===== config.mk =====
export PLATFORM = sky130hd
export DESIGN_NAME = uart_8n1_transceiver
export DESIGN_NICKNAME = d
export VERILOG_FILES = /design/src/design/u8n1_pkg.sv /design/src/design/uart_8n1_transceiver.sv
export SDC_FILE = /design/constraint.sdc
export NUM_CORES = 1
export LEC_CHECK = 0
export ABC_CLOCK_PERIOD_IN_PS = 6200
export BUFFER_PORTS_ARGS = -buffer_cell sky130_fd_sc_hd__buf_2
export CORE_ASPECT_RATIO = 0.9
export CORE_UTILIZATION = 55
export CTS_BUF_LIST = sky130_fd_sc_hd__clkbuf_16
export CTS_CLUSTER_DIAMETER = 80
export DETAILED_ROUTE_END_ITERATION = 10
export GPL_ROUTABILITY_DRIVEN = 0
export HOLD_SLACK_MARGIN = 0.02
export PLACE_DENSITY = 0.82
export SLEW_MARGIN = 10
export SYNTH_ARGS = -nofsm -noshare
export SYNTH_HDL_FRONTEND = slang
export SYNTH_SLANG_ARGS = --single-unit

===== constraint.sdc =====
create_clock -name clock -period 6.2 [get_ports clock]
set_input_delay 0.62 -clock clock [delete_from_list [all_inputs] [get_ports clock]]
set_output_delay 0.62 -clock clock [all_outputs]
set_load 0.1 [all_outputs]

===== src/design/u8n1_pkg.sv =====
// Types and constants of the 8N1 serial transceiver.
package u8n1_pkg;

   localparam int unsigned CFG_W     = 16;
   localparam int unsigned BYTE_BITS = 8;
   localparam int unsigned CNT_W     = 4;
   localparam int unsigned CMD_W     = 2;
   localparam int unsigned IDX_W     = 2;

   localparam logic [CMD_W-1:0] CMD_IDLE = 2'd0;
   localparam logic [CMD_W-1:0] CMD_SEND = 2'd1;
   localparam logic [CMD_W-1:0] CMD_RECV = 2'd2;

   localparam logic [IDX_W-1:0] REG_BIT_PERIOD  = 2'd0;
   localparam logic [IDX_W-1:0] REG_HALF_PERIOD = 2'd1;
   localparam logic [IDX_W-1:0] REG_TIMEOUT     = 2'd2;

   localparam logic [CFG_W-1:0] BIT_PERIOD_RST  = 16'd104;
   localparam logic [CFG_W-1:0] HALF_PERIOD_RST = 16'd52;
   localparam logic [CFG_W-1:0] TIMEOUT_RST     = 16'd65535;

   typedef enum logic [3:0] {
      TX_IDLE  = 4'b0001,
      TX_START = 4'b0010,
      TX_DATA  = 4'b0100,
      TX_STOP  = 4'b1000
   } tx_phase_type;

   typedef enum logic [4:0] {
      RX_IDLE       = 5'b00001,
      RX_WAIT_START = 5'b00010,
      RX_HALF       = 5'b00100,
      RX_BITS       = 5'b01000,
      RX_WAIT_STOP  = 5'b10000
   } rx_phase_type;

   typedef struct packed {
      logic [CMD_W-1:0]     command;
      logic [BYTE_BITS-1:0] tx_byte;
      logic                 rx_line;
   } req_type;

   typedef struct packed {
      logic                 tx_line;
      logic                 tx_busy;
      logic                 rx_busy;
      logic                 rx_valid;
      logic                 rx_timeout;
      logic [BYTE_BITS-1:0] rx_byte;
   } rsp_type;

endpackage


===== src/design/uart_8n1_transceiver.sv =====
// Top level of the 8N1 serial transmitter and receiver, one beat per clock tick.
//
// Each req beat is one tick of the oversampled serial line: a command (idle,
// send tx_byte, start a receive), the byte to send and the sampled rx line.
// Each req beat yields exactly one rsp beat with the transmit line level, the
// busy flags of both sides and, on the tick a receive ends, the byte with
// rx_valid or the rx_timeout flag. Transmit and receive run independently.
// The csr channel writes bit_period (0), half_period (1) and timeout_ticks (2);
// it is always ready; the user must write it only while no beat is in flight,
// which the block does not enforce. Each rsp beat leaves from a register.
// Throughput: one beat per cycle while req_stall is low; the next state is
// computed from the registered side state and the req beat in one pass.
// When rsp is stalled, one result sits in the output register and one more
// in a skid register; req_stall rises only when the skid register is full.
// Reset (synchronous) restores bit_period 104, half_period 52 and
// timeout_ticks 65535, puts both sides idle and empties the output stage.
module uart_8n1_transceiver
   import u8n1_pkg::*;
#(
   parameter int unsigned TIMER_BITS = 16
) (
   input  logic             clock,
   input  logic             reset,
   input  logic             req_valid,
   output logic             req_stall,
   input  req_type          req_data,
   output logic             rsp_valid,
   input  logic             rsp_stall,
   output rsp_type          rsp_data,
   input  logic             csr_valid,
   output logic             csr_ready,
   input  logic [IDX_W-1:0] csr_index,
   input  logic [CFG_W-1:0] csr_data
);

   localparam int unsigned EW = ((TIMER_BITS > CFG_W) ? TIMER_BITS : CFG_W) + 1;
   localparam logic [EW-1:0] TOP = EW'(1) << TIMER_BITS;
   localparam logic [TIMER_BITS:0] ONE = (TIMER_BITS + 1)'(1);

   logic [CFG_W-1:0] bit_period_ff, half_period_ff, timeout_ff;

   tx_phase_type            tx_phase_ff, tx_phase_in;
   logic [BYTE_BITS-1:0]    tx_shift_ff, tx_shift_in;
   logic [CNT_W-1:0]        tx_cnt_ff, tx_cnt_in;
   logic [TIMER_BITS-1:0]   tx_timer_ff, tx_timer_in;

   rx_phase_type            rx_phase_ff, rx_phase_in;
   logic [BYTE_BITS-1:0]    rx_shift_ff, rx_shift_in;
   logic [CNT_W-1:0]        rx_cnt_ff, rx_cnt_in;
   logic [TIMER_BITS-1:0]   rx_timer_ff, rx_timer_in;

   logic                    rsp_valid_ff, rsp_valid_in;
   rsp_type                 rsp_data_ff, rsp_data_in;
   logic                    skid_valid_ff, skid_valid_in;
   rsp_type                 skid_data_ff, skid_data_in;

   logic [TIMER_BITS:0]     per_c, half_c, lim_c;
   logic [TIMER_BITS:0]     tx_t, rx_t;
   logic                    req_accept, out_take;
   logic                    rx_ok, rx_to;
   rsp_type                 result;

   function automatic logic [TIMER_BITS:0] clamp_top(input logic [CFG_W-1:0] v);
      logic [EW-1:0] ext;
      begin
         ext = EW'(v);
         if (ext > TOP) begin
            clamp_top = TOP[TIMER_BITS:0];
         end else begin
            clamp_top = ext[TIMER_BITS:0];
         end
      end
   endfunction

   assign csr_ready  = 1'b1;
   assign req_stall  = skid_valid_ff;
   assign req_accept = req_valid && !skid_valid_ff;
   assign out_take   = rsp_valid_ff && !rsp_stall;
   assign rsp_valid  = rsp_valid_ff;
   assign rsp_data   = rsp_data_ff;

   always_comb begin
      per_c  = (bit_period_ff == '0) ? ONE : clamp_top(bit_period_ff);
      half_c = clamp_top(half_period_ff);
      lim_c  = (timeout_ff == '0) ? ONE : clamp_top(timeout_ff);
   end

   // transmit side
   always_comb begin
      tx_phase_in = tx_phase_ff;
      tx_shift_in = tx_shift_ff;
      tx_cnt_in   = tx_cnt_ff;
      tx_timer_in = tx_timer_ff;
      tx_t        = {1'b0, tx_timer_ff} + ONE;
      if (req_accept) begin
         if (tx_phase_ff == TX_IDLE) begin
            if (req_data.command == CMD_SEND) begin
               tx_shift_in = req_data.tx_byte;
               tx_cnt_in   = '0;
               tx_timer_in = '0;
               tx_phase_in = TX_START;
            end
         end else if (tx_t < per_c) begin
            tx_timer_in = tx_t[TIMER_BITS-1:0];
         end else begin
            tx_timer_in = '0;
            case (tx_phase_ff)
               TX_START: begin
                  tx_phase_in = TX_DATA;
                  tx_cnt_in   = '0;
               end
               TX_DATA: begin
                  tx_shift_in = tx_shift_ff >> 1;
                  tx_cnt_in   = tx_cnt_ff + CNT_W'(1);
                  if (tx_cnt_in[CNT_W-1]) begin
                     tx_phase_in = TX_STOP;
                  end
               end
               default: begin
                  tx_phase_in = TX_IDLE;
               end
            endcase
         end
      end
   end

   // receive side
   always_comb begin
      rx_phase_in = rx_phase_ff;
      rx_shift_in = rx_shift_ff;
      rx_cnt_in   = rx_cnt_ff;
      rx_timer_in = rx_timer_ff;
      rx_ok       = 1'b0;
      rx_to       = 1'b0;
      rx_t        = '0;
      if (req_accept) begin
         if (rx_phase_ff != RX_WAIT_START && rx_phase_ff != RX_HALF &&
             rx_phase_ff != RX_BITS && rx_phase_ff != RX_WAIT_STOP) begin
            rx_phase_in = RX_IDLE;
         end
         if (rx_phase_in == RX_IDLE && req_data.command == CMD_RECV) begin
            rx_shift_in = '0;
            rx_cnt_in   = '0;
            rx_timer_in = '0;
            rx_phase_in = RX_WAIT_START;
         end
         rx_t = {1'b0, rx_timer_in} + ONE;
         case (rx_phase_in)
            RX_WAIT_START: begin
               if (!req_data.rx_line) begin
                  rx_timer_in = '0;
                  rx_phase_in = (half_c == '0) ? RX_BITS : RX_HALF;
               end else if (rx_t >= lim_c) begin
                  rx_to       = 1'b1;
                  rx_phase_in = RX_IDLE;
                  rx_timer_in = '0;
               end else begin
                  rx_timer_in = rx_t[TIMER_BITS-1:0];
               end
            end
            RX_HALF: begin
               if (rx_t >= half_c) begin
                  rx_timer_in = '0;
                  rx_phase_in = RX_BITS;
               end else begin
                  rx_timer_in = rx_t[TIMER_BITS-1:0];
               end
            end
            RX_BITS: begin
               if (rx_t < per_c) begin
                  rx_timer_in = rx_t[TIMER_BITS-1:0];
               end else begin
                  rx_timer_in = '0;
                  rx_shift_in[rx_cnt_in[2:0]] = rx_shift_in[rx_cnt_in[2:0]] | req_data.rx_line;
                  rx_cnt_in = rx_cnt_in + CNT_W'(1);
                  if (rx_cnt_in[CNT_W-1]) begin
                     rx_phase_in = RX_WAIT_STOP;
                  end
               end
            end
            RX_WAIT_STOP: begin
               if (req_data.rx_line) begin
                  rx_ok       = 1'b1;
                  rx_phase_in = RX_IDLE;
                  rx_timer_in = '0;
               end else if (rx_t >= lim_c) begin
                  rx_to       = 1'b1;
                  rx_phase_in = RX_IDLE;
                  rx_timer_in = '0;
               end else begin
                  rx_timer_in = rx_t[TIMER_BITS-1:0];
               end
            end
            default: begin
               rx_phase_in = RX_IDLE;
            end
         endcase
      end
   end

   always_comb begin
      case (tx_phase_in)
         TX_START: result.tx_line = 1'b0;
         TX_DATA:  result.tx_line = tx_shift_in[0];
         default:  result.tx_line = 1'b1;
      endcase
      result.tx_busy    = (tx_phase_in != TX_IDLE);
      result.rx_busy    = (rx_phase_in != RX_IDLE);
      result.rx_valid   = rx_ok;
      result.rx_timeout = rx_to;
      result.rx_byte    = rx_ok ? rx_shift_in : '0;
   end

   // output register with one skid entry
   always_comb begin
      rsp_valid_in  = rsp_valid_ff;
      rsp_data_in   = rsp_data_ff;
      skid_valid_in = skid_valid_ff;
      skid_data_in  = skid_data_ff;
      if (out_take) begin
         if (skid_valid_ff) begin
            rsp_data_in   = skid_data_ff;
            skid_valid_in = 1'b0;
         end else begin
            rsp_valid_in = 1'b0;
         end
      end
      if (req_accept) begin
         if (rsp_valid_ff && !out_take) begin
            skid_data_in  = result;
            skid_valid_in = 1'b1;
         end else begin
            rsp_data_in  = result;
            rsp_valid_in = 1'b1;
         end
      end
   end

   always_ff @(posedge clock) begin
      if (reset) begin
         bit_period_ff  <= BIT_PERIOD_RST;
         half_period_ff <= HALF_PERIOD_RST;
         timeout_ff     <= TIMEOUT_RST;
         tx_phase_ff    <= TX_IDLE;
         tx_shift_ff    <= '0;
         tx_cnt_ff      <= '0;
         tx_timer_ff    <= '0;
         rx_phase_ff    <= RX_IDLE;
         rx_shift_ff    <= '0;
         rx_cnt_ff      <= '0;
         rx_timer_ff    <= '0;
         rsp_valid_ff   <= 1'b0;
         skid_valid_ff  <= 1'b0;
      end else begin
         if (csr_valid && csr_ready) begin
            case (csr_index)
               REG_BIT_PERIOD:  bit_period_ff  <= csr_data;
               REG_HALF_PERIOD: half_period_ff <= csr_data;
               REG_TIMEOUT:     timeout_ff     <= csr_data;
               default: ;
            endcase
         end
         tx_phase_ff   <= tx_phase_in;
         tx_shift_ff   <= tx_shift_in;
         tx_cnt_ff     <= tx_cnt_in;
         tx_timer_ff   <= tx_timer_in;
         rx_phase_ff   <= rx_phase_in;
         rx_shift_ff   <= rx_shift_in;
         rx_cnt_ff     <= rx_cnt_in;
         rx_timer_ff   <= rx_timer_in;
         rsp_valid_ff  <= rsp_valid_in;
         skid_valid_ff <= skid_valid_in;
      end
   end

   always_ff @(posedge clock) begin
      rsp_data_ff  <= rsp_data_in;
      skid_data_ff <= skid_data_in;
   end

endmodule


; ---- After elaboration in Yosys (flattened, before gate mapping)
; Cells that the tools add are included.
[word_totals]
register_bits = 141
wordCells = 164
output_inout_bits = 16
inputBits = 34
[classes]
n_reduce_logical = 24
n_lt_le_gt_ge = 9
n_addsub = 4
n_eq_ne = 22
bitwise = 1
mux = 78
[ops]
columns = op, count
row1 = 16-bit 2-to-1 mux, 10
row2 = 17-bit 2-to-1 mux, 5
row3 = 8-bit 2-to-1 mux, 10
row4 = 16-bit case mux with 4 select lines, 1
row5 = 5-bit 2-to-1 mux, 11
row6 = 13-bit 2-to-1 mux, 4
row7 = 4-bit 2-to-1 mux, 13
row8 = "16-bit by 17-bit greater-than comparator with 1-bit output, second input constant", 3
row9 = "16-bit by 1-bit adder with 17-bit output, second input constant", 2
row10 = 17-bit >= comparator, 2
row11 = 17-bit < comparator, 2
row12 = 16-bit logical NOT, 2
row13 = 5-bit case mux with 4 select lines, 1
row14 = 17-bit logical NOT, 1
row15 = 1-bit 2-to-1 mux, 16
row16 = 4-bit case mux with 2 select lines, 2
row17 = 2-bit AND reduction, 5
row18 = "4-bit by 1-bit adder with 4-bit output, second input constant", 2
row19 = 8-bit bitwise mux, 1
row20 = "4-bit by 2-bit == test with 1-bit output, second input constant", 2
row21 = "4-bit by 3-bit == test with 1-bit output, second input constant", 2
row22 = 1-bit logical AND, 8
row23 = 4-bit AND reduction, 2
row24 = "5-bit by 1-bit == test with 1-bit output, second input constant", 1
row25 = other kinds (25), 30

; ---- Depth between registers and ports, before layout
; Gate-level depths: netlist of the first run.
[depth]
word_depth = 21
ltp_mapped = 23
mapped_depth_nobuf = 19

; ---- Worst setup path after synthesis of the first run
; Ideal clock, no wire load.
[synth_path]
path_type = reg2reg
from = register rx_phase_ff[4]
to = register skid_data_ff[10] in the netlist's numbering, data pin
slack_ps = 1246
synth_period_minus_slack_ps = 4954
arrival_ps = 4683
n_path_buf = 4
required_ps = 5930
stages_incl_launch_ff = 22
setup_ps = 270
path_cell_list = dfxtp_1 buf_6 or2_4 o41a_4 nand2_1 clkbuf_1 and2_1 ha_1 nand3_1 or3_1 nor3_1 xnor2_1 nor2_1 ha_1 a21o_1 a211oi_2 o211ai_2 and2_2 buf_4 buf_4 a211oi_1 nand4_1
[synth_rtl]
columns = element, line_no
row1 = start: declaration, uart_8n1_transceiver.sv:47  ; rx_phase_type rx_phase_ff, rx_phase_in;
row2 = start signal: assignment, uart_8n1_transceiver.sv:267  ; rx_phase_ff <= rx_phase_in;
row3 = end signal: assignment, uart_8n1_transceiver.sv:278  ; skid_data_ff <= skid_data_in;
row4 = end: declaration, uart_8n1_transceiver.sv:55  ; rsp_type skid_data_ff, skid_data_in;

==> flow_summary.yaml, run 1 <==
sta:
  fin_crit_ns: 5.22
  finalSetupTns_ns: 0
  final_max_slew_viol_count: 0
  fmax_mhz: 192
  finalSetupViolations: 0
  clock_skew_ns: 0.00744
  hold_viol_final: 0
  maxSlewHeadroom: 0.264
  tightest_slew_ns: 1.10
  rsz0062_at_grt: "no"
  post-route-period-util: 0.842
hold_path:
  min_from: "req_data[8]"
  hold_path.class: "in2reg"
synth:
  async_flop_share: 0
  synth-edff-count: 13
  yosysUniqueCellTypes: 76
  avgSynthCellArea_um2: 8.11
  synth_cells: 1040
  synth-main-ff-cell: "dfxtp_1"
  synth_seq_cells: 141
  synth_area_um2: 8430
  syn_nets: 1139
  yosysWarnings: 0
  yosysSeqAreaShare: 0.350
die:
  floorplan.die.width_um: 133
  coreArea_um2: 14800
  die_area_um2: 15800
  std_cell_rows: 42
  die_y_um: 119
  start_util: 0.569
  pin_count: 50
global_routing:
  grt_pass1_wl_mm: 36.2
  grt-ovfl-total: 0
  grt_use_total: 0.285
  grt_max_degree: 70
  antenna_found_initial: 0
  grt_pass1_vias: 7231
final_layout:
  finalCoreUtilization: 0.632
  drive_gt1_frac: 0.106
  nets: 1165
  final_common_cell: "nand2_1"
  syn_to_final_growth_pct: 11.0
  layout_common_cells: "nand2_1 (139), dfxtp_1 (128), nor2_1 (99)"
  fillCellCount: 1287
  antenna_cells: 0
routing:
  drt_pass1_iterations: 9
  ant_nets: 0
  drt_iter0_markers: 962
  vias: 7976
  drc: 2
  wl_per_cell_um: 17.3
  wirelength_mm: 22.1
  vias_per_cell: 6.25
clocking:
  clock_path_buffers: 2
  cts_resized: 0
  cts.htree.levels: 4
  cts.reportedPaths.clkPinSlew_ns: 0.06
  clkLatencyLatePin_ns: 0.43
  post_cts_buffers: 0
  cts_tree: "done"
  root_buffer: "clkbuf_16"
  numCtsBuffers: 17
  clock_sinks: 141
  cts.hold.buffers_added: 0
pwr:
  leakage_nw: 3.76
  power.density_nw_per_um2: 235
  ir_drop_mv: 0.194
outcome:
  failed_checks: "design-rule violations"
  outcome: "finished, violations left"
critical_path:
  slowest_delay_ns: 0.74
  crit_path_end: "skid_data_ff[10]"
  cp_data_arrival_time_ns: 5.51
  path_depth: 17
  reg2reg_slack_ns: 0.98
  required_ns: 6.49
  crit_path_end_kind: "flop"
  crit_path_top_delay_cell: "a41oi_2"
  crit_buf_inv: 0
  rr_worst_depth: 17
  crit_path_cell_trace: "or2_4 > o41a_4 > nand2_1 > and2_1 > ha_1 > nand3_1 > or3_1 > nor3_1 > xnor2_1 > nor2_1 > ha_1 > a21o_1 > a211oi_2 > nand2_1 > a41oi_2 > o22ai_1 > nand4_1"
  r2r_end: "skid_data_ff[10]"
  cp-startpoint: "rx_phase_ff[4]"
  startpoint_type: "flop"
  r2r_start: "rx_phase_ff[4]"
  critPathMaxFanout: 17
  critPathKind: "reg2reg"
  critPathTopFamily: "simple AND/OR/NAND/NOR gates"
placed_design:
  io_buffers: 48
  dp_hpwl_mm: 15.6
run:
  maxCapViolations: 0
==> power breakdown <==
group | total (W) | switching [W] | internal (W)
clock | 0.000957 | 0.000408 | 0.000549
combinational | 0.000271 | 0.000191 | 0.0000802
sequential | 0.000972 | 0.0000233 | 0.000949
total | 0.00220 | 0.000622 | 0.00158
==> kinds of logic (layout without fill, tap and decap cells) <==
group           after synthesis  in the layout  synth area share
compound gates              287            287             0.228
xor+xnor                     32             32            0.0332
fa+ha+maj                    65             65            0.0965
buf+inv                     113            152            0.0531
flops                       141            141             0.350
mux                          17             17            0.0233
other cells                   1              1          0.000445
simple gates                384            384             0.215
==> per-stage QoR <==
step                hold slack [ns]  cells  total power [W]  setup WS [ns]  area [um2]
floorplan                     0.436   1040          0.00118           1.25        8430
global placement              0.458   1245          0.00125           1.27        8810
detailed placement            0.459   1245          0.00126           1.14        8810
CTS                           0.424   1277          0.00220           1.09        9360
global route                  0.444   1277          0.00227          0.615        9360
finish                        0.437   1277          0.00220          0.980        9360
==> routing by layer <==
metal  vias to the layer above  wire length [um]  track usage
met5                         -                 0            0
met4                         0               447        0.106
met3                        38              1650       0.0477
met2                       336              9910        0.438
met1                      3785             10100        0.401
li1                       3817                 -            -
==> synth_stat cells, types with 4 or more instances <==
| library cell | count | share of area |
|---|---|---|
| dfxtp_1 | 128 | 0.30 |
| a21o_1 | 7 | 0.0062 |
| ha_1 | 65 | 0.096 |
| nand3_1 | 31 | 0.018 |
| o311ai_0 | 5 | 0.0052 |
| a41oi_1 | 5 | 0.0052 |
| nand3b_1 | 8 | 0.0071 |
| or3_1 | 7 | 0.0052 |
| nand4_1 | 18 | 0.013 |
| nor2b_1 | 10 | 0.0074 |
| a32oi_1 | 4 | 0.0042 |
| a2111oi_0 | 4 | 0.0042 |
| and2_1 | 8 | 0.0059 |
| nor3_1 | 13 | 0.0077 |
| nand2b_1 | 8 | 0.0059 |
| clkbuf_1 | 44 | 0.020 |
| mux2i_1 | 14 | 0.017 |
| a22oi_1 | 18 | 0.016 |
| nor4b_1 | 4 | 0.0042 |
| nor4_1 | 16 | 0.012 |
| xnor2_1 | 19 | 0.020 |
| nor2_1 | 99 | 0.044 |
| and4_1 | 4 | 0.0042 |
| a21oi_1 | 93 | 0.055 |
| edfxtp_1 | 13 | 0.046 |
| a31oi_1 | 12 | 0.0089 |
| buf_2 | 4 | 0.0024 |
| o22ai_1 | 4 | 0.0030 |
| nand2_1 | 139 | 0.062 |
| xor2_1 | 13 | 0.014 |
| inv_1 | 58 | 0.026 |
| a211o_1 | 17 | 0.018 |
| o211ai_1 | 24 | 0.021 |
| o21a_1 | 8 | 0.0071 |
| a211oi_1 | 11 | 0.0098 |
| o21ai_0 | 43 | 0.026 |
==> cell type report <==
cell class	count	area [um2]	share of cell area
Clock buffer	17	425	0.0454
Clock inverter	15	125	0.0134
Inverter	58	218	0.0233
Multi-Input combinational cell	786	5040	0.539
Sequential cell	141	2950	0.315
Tap cell	198	248	0.0265
Timing Repair Buffer	62	348	0.0372
==> state kept, by name, indices dropped and copies added (netlist names), named ones only <==
signal,flops
half_period_ff,16
skid_data_ff,13
tx_phase_ff,4
rx_timer_ff,16
rx_shift_ff,8
timeout_ff,16
tx_timer_ff,16
rsp_data,13
tx_cnt_ff,4
rx_cnt_ff,4
rx_phase_ff,5
tx_shift_ff,8
rsp_valid,1
bit_period_ff,16
==> tightest hold or removal path: cells and delay by family <==
family          cells  cell delay (ns)
buf+inv             1             0.09
simple gates        1             0.05
compound gates      1             0.05
==> worst min path at each step <==
stage | endpoint | cells past startpoint
final | tx_shift_ff[7] | 3
after floorplan | bit_period_ff[0] | 2
after global routing | timeout_ff[2] | 2
after detailed placement | tx_cnt_ff[3] | 2
after CTS | tx_shift_ff[7] | 3
after global placement | tx_cnt_ff[3] | 2
Power figures use the tool's default switching activity.
==> inputs of run 2 (changes only) <==
--- a/config.mk
+++ b/config.mk
@@ -5,7 +5,7 @@
 export SDC_FILE = /design/constraint.sdc
 export NUM_CORES = 1
 export LEC_CHECK = 0
-export ABC_CLOCK_PERIOD_IN_PS = 6200
+export ABC_CLOCK_PERIOD_IN_PS = 4900
 export BUFFER_PORTS_ARGS = -buffer_cell sky130_fd_sc_hd__buf_2
 export CORE_ASPECT_RATIO = 0.9
 export CORE_UTILIZATION = 55
==> constraint.sdc (replaced) <==
create_clock -name clock -period 4.9 [get_ports clock]
set_input_delay 0.49 -clock clock [delete_from_list [all_inputs] [get_ports clock]]
set_output_delay 0.49 -clock clock [all_outputs]
set_load 0.1 [all_outputs]
==> run 2 against run 1 <==
  * The run now ends clean
  * Clock skew grew 0.0037 ns
  * Design area grew 1.2%
  * Critical path depth grew 3
  * Sequential share of layout area shrank 0.34 points
==> flow_summary.yaml, run 2 (synthesized netlist as in run 1, its figures left out) <==
outcome:
  outcome: "finished, final reports clean"
clocking:
  cts_tree: "done"
  root_buffer: "clkbuf_16"
  clock_path_buffers: 2
  clkLatencyLatePin_ns: 0.43
  cts.htree.levels: 4
  numCtsBuffers: 17
  clock_sinks: 141
  cts.reportedPaths.clkPinSlew_ns: 0.06
final_layout:
  nets: 1175
  final_common_cell: "nand2_1"
  syn_to_final_growth_pct: 12.3
  final_cell_area_um2: 9470
  antenna_cells: 0
  drive_gt1_frac: 0.119
  finalCoreUtilization: 0.639
  layout_common_cells: "nand2_1 (139), dfxtp_1 (126), nor2_1 (98)"
routing:
  drt_pass1_iterations: 7
  wirelength_mm: 21.6
  ant_nets: 0
  vias: 7905
  drc: 0
  wl_per_cell_um: 16.8
  vias_per_cell: 6.14
  drt_iter0_markers: 843
die:
  die_y_um: 119
  coreArea_um2: 14800
  std_cell_rows: 42
  pin_count: 50
  start_util: 0.569
  floorplan.die.width_um: 133
  die_area_um2: 15800
critical_path:
  cp_data_arrival_time_ns: 4.84
  startpoint_type: "flop"
  crit_path_end_kind: "flop"
  critPathKind: "reg2reg"
  required_ns: 5.05
  rr_worst_depth: 20
  critPathMaxFanout: 6
sta:
  timing.hold.ws_ns: 0.302
  final_max_slew_viol_count: 0
  finalSetupViolations: 0
  finalWorstSetupSlack_ns: 0.210
  clock_skew_ns: 0.0112
  maxSlewHeadroom: 0.299
  post-route-period-util: 0.957
  fmax_mhz: 213
  finalSetupTns_ns: 0
  fin_crit_ns: 4.69
  rsz0062_at_grt: "no"
  tightest_slew_ns: 1.05
  hold_viol_final: 0
placed_design:
  placed_area_um2: 8890
  dp_hpwl_mm: 15.5
  dp_slack_ns: 0.0662
  io_buffers: 48
hold_path:
  whs_path_depth: 3
  hold_path.class: "in2reg"
global_routing:
  grt_pass1_wl_mm: 36.2
  grt-ovfl-total: 0
  grt_pass1_vias: 7443
  grt_use_total: 0.284
  grt_max_degree: 62
  antenna_found_initial: 0
pwr:
  leakage_nw: 3.82
  ir_drop_mv: 0.272
  power.density_nw_per_um2: 297
run:
  maxCapViolations: 0
## run 2: cell type report
| class | count | area [um2] |
|---|---|---|
| fill | 1280 | 5350 |
| timing repair buffer | 72 | 423 |
| inverter | 58 | 218 |
| clock buffer | 17 | 425 |
| sequential | 141 | 2960 |
| clock inverter | 15 | 135 |
| multi-input combinational | 786 | 5070 |
| tap | 198 | 248 |
## run 2: path summary, 6_finish.rpt
path	start	to	slack, ns
worst min-delay path	req_data[8]	tx_shift_ff[7]	0.30
worst max-delay path	rx_phase_ff[1]	skid_data_ff[10]	0.21
worst max register to register	rx_phase_ff[1]	skid_data_ff[10]	0.21
worst min register to register	tx_cnt_ff[3]	tx_cnt_ff[3]	0.47
## run 2: worst max-delay path, stage by stage (launching register included)
cell and delay [ns]:
dfxtp_2 0.38, inv_1 0.09, o41a_4 0.50, nand2_1 0.12, and2_1 0.16, ha_2 0.20
nand3_2 0.11, or3_4 0.39, nor2_2 0.12, xnor2_1 0.13, nor2_1 0.08, buf_4 0.18
ha_1 0.31, and4_1 0.22, nand4_1 0.15, o41a_1 0.48, nand3b_1 0.13, a2bb2oi_1 0.21
o21ai_1 0.12, a211oi_1 0.19, nand4_1 0.13
## run 2: layer usage
metal / wire (um) / track usage / up-vias
li1: - / - / 3831
met1: 9940 / 0.389 / 3663
met2: 9480 / 0.433 / 360
met3: 1650 / 0.0630 / 51
met4: 560 / 0.115 / 0
met5: 0 / 0 / -
## run 2: repair_timing
item / CTS / global route
endpoints found under the setup margin: 0 / 38
setup buffers: 0 / 0
resized for setup: 0 / 10
hold buffers: 0 / 0
## run 2: report_power, final
group	internal, W	switching [W]
Sequential	0.00120	0.0000284
Combinational	0.000102	0.000242
Clock	0.000705	0.000535
## run 2: through the flow
stage / total power (W) / instances
after floorplan: 0.00150 / 1040
after global placement: 0.00158 / 1255
after detailed placement: 0.00159 / 1255
after CTS: 0.00282 / 1287
after global routing: 0.00291 / 1287
final: 0.00281 / 1287
==> inputs of run 3 (changes only) <==
--- a/config.mk
+++ b/config.mk
@@ -8,13 +8,13 @@
 export ABC_CLOCK_PERIOD_IN_PS = 4900
 export BUFFER_PORTS_ARGS = -buffer_cell sky130_fd_sc_hd__buf_2
 export CORE_ASPECT_RATIO = 0.9
-export CORE_UTILIZATION = 55
+export CORE_UTILIZATION = 25
 export CTS_BUF_LIST = sky130_fd_sc_hd__clkbuf_16
 export CTS_CLUSTER_DIAMETER = 80
 export DETAILED_ROUTE_END_ITERATION = 10
-export GPL_ROUTABILITY_DRIVEN = 0
+export GPL_ROUTABILITY_DRIVEN = 1
 export HOLD_SLACK_MARGIN = 0.02
-export PLACE_DENSITY = 0.82
+export PLACE_DENSITY = 0.49
 export SLEW_MARGIN = 10
 export SYNTH_ARGS = -nofsm -noshare
 export SYNTH_HDL_FRONTEND = slang
==> run 3 against run 2 <==
  * Setup slack better by 0.090 ns
  * Register-to-register slack better by 0.09 ns
  * Combinational power grew 2%
  * Critical path type unchanged
  * Largest power group unchanged
==> flow_summary.yaml, run 3 (synthesized netlist as in run 1, its figures left out) <==
pwr:
  power_w: 0.00292
  power.density_nw_per_um2: 296
  ir_drop_mv: 0.150
  leakage_nw: 3.89
critical_path:
  critPathMaxFanout: 17
  crit_path_end_kind: "flop"
  startpoint_type: "flop"
  cp_data_arrival_time_ns: 4.84
  required_ns: 5.14
  critPathKind: "reg2reg"
  rr_worst_depth: 18
sta:
  clock_skew_ns: 0.0133
  fmax_mhz: 217
  tightest_slew_ns: 1.13
  finalSetupViolations: 0
  hold_viol_final: 0
  finalSetupTns_ns: 0
  final_max_slew_viol_count: 0
  fin_crit_ns: 4.60
  post-route-period-util: 0.939
  timing.hold.ws_ns: 0.309
  maxSlewHeadroom: 0.248
placed_design:
  dp_hpwl_mm: 18.8
  place.gp.congestion: 0.844
  placed_area_um2: 9260
  io_buffers: 48
global_routing:
  grt-ovfl-total: 0
  antenna_found_initial: 0
  grt_use_total: 0.150
  grt_pass1_wl_mm: 40.4
  grt_pass1_vias: 7257
  grt_max_degree: 70
die:
  die_area_um2: 34500
  std_cell_rows: 63
  die_y_um: 176
  coreArea_um2: 33000
  pin_count: 50
  floorplan.die.width_um: 196
  start_util: 0.255
routing:
  ant_nets: 0
  drt_iter0_markers: 416
  drc: 0
  drt_pass1_iterations: 5
  wl_per_cell_um: 16.6
  wirelength_mm: 25.3
  vias: 7658
  vias_per_cell: 5.03
clocking:
  cts.htree.levels: 4
  clkLatencyLatePin_ns: 0.44
  clock_sinks: 141
  post_cts_buffers: 0
  clock_path_buffers: 2
  numCtsBuffers: 17
  cts_tree: "done"
  cts.reportedPaths.clkPinSlew_ns: 0.07
  root_buffer: "clkbuf_16"
final_layout:
  finalCoreUtilization: 0.299
  layout_common_cells: "nand2_1 (139), dfxtp_1 (128), nor2_1 (98)"
  syn_to_final_growth_pct: 17.2
  final_common_cell: "nand2_1"
  antenna_cells: 0
  fillCellCount: 3520
  nets: 1187
  drive_gt1_frac: 0.126
  final_cell_area_um2: 9880
hold_path:
  hold_path.class: "in2reg"
  whs_path_depth: 2
outcome:
  outcome: "finished, final reports clean"
run:
  maxCapViolations: 0
[run 3: changes by cell type in the layout (fill, tap and decap cells not counted), moves of 2 or more]
cell and delta:
dfxtp_2 -2, bufinv_16 +2, dfxtp_1 +2, inv_4 +2
buf_4 +12, inv_6 -5
[run 3: layout make-up]
type | instances | area (um2) | share of cell area
clock buffers | 17 | 425 | 0.0430
clock inverters | 15 | 171 | 0.0173
inverters | 58 | 218 | 0.0220
multi-input cells | 786 | 5080 | 0.514
flip-flops and latches | 141 | 2950 | 0.299
well taps | 422 | 528 | 0.0534
repair buffers | 84 | 513 | 0.0519
[run 3: critical path, cell delays in order (launching register included)]
cell and delay (ns):
dfxtp_1 0.31, or2_4 0.26, o41a_4 0.39, nand2_1 0.15, and2_1 0.17, ha_1 0.19, nand3_1 0.10, or3_1 0.34
buf_4 0.17, xor2_1 0.17, nor2_2 0.09, ha_1 0.31, nand3_1 0.10, or3_1 0.36, o211a_1 0.25, o211ai_4 0.30
and2_4 0.34, a31oi_1 0.12, nor4b_1 0.29
[run 3: layer usage]
layer / GRT usage / up-vias / part of all wire
met2: 0.226 / 146 / 0.43
met4: 0.0561 / 0 / 0.023
li1: - / 3869 / -
met1: 0.210 / 3608 / 0.50
met5: 0 / - / 0
met3: 0.0277 / 35 / 0.042
[run 3: power breakdown]
group          switching [W]  internal (W)
sequential         0.0000282       0.00120
combinational       0.000248      0.000104
clock               0.000542      0.000799
total               0.000819       0.00210
[run 3: worst paths after layout]
kind,from,slack [ns],endpoint
min,csr_data[5],0.31,timeout_ff[5]
max reg2reg,rx_phase_ff[4],0.30,skid_data_ff[1]
max,rx_phase_ff[4],0.30,skid_data_ff[1]
min reg2reg,bit_period_ff[0],0.47,bit_period_ff[0]
[run 3: timing repair]
| item | 4_1_cts | 5_1_grt |
|---|---|---|
| endpoints found under the hold margin | 0 | 0 |
| endpoints found under the setup margin | 0 | 24 |
| gates resized for setup | 0 | 8 |
| hold buffers | 0 | 0 |
[run 3: per-stage QoR]
stage	instances	setup WS (ns)
CTS	1523	0.0924
detailed placement	1491	0.125
finish	1523	0.300
global placement	1491	0.212
floorplan	1040	0.0620
global route	1523	-0.0117
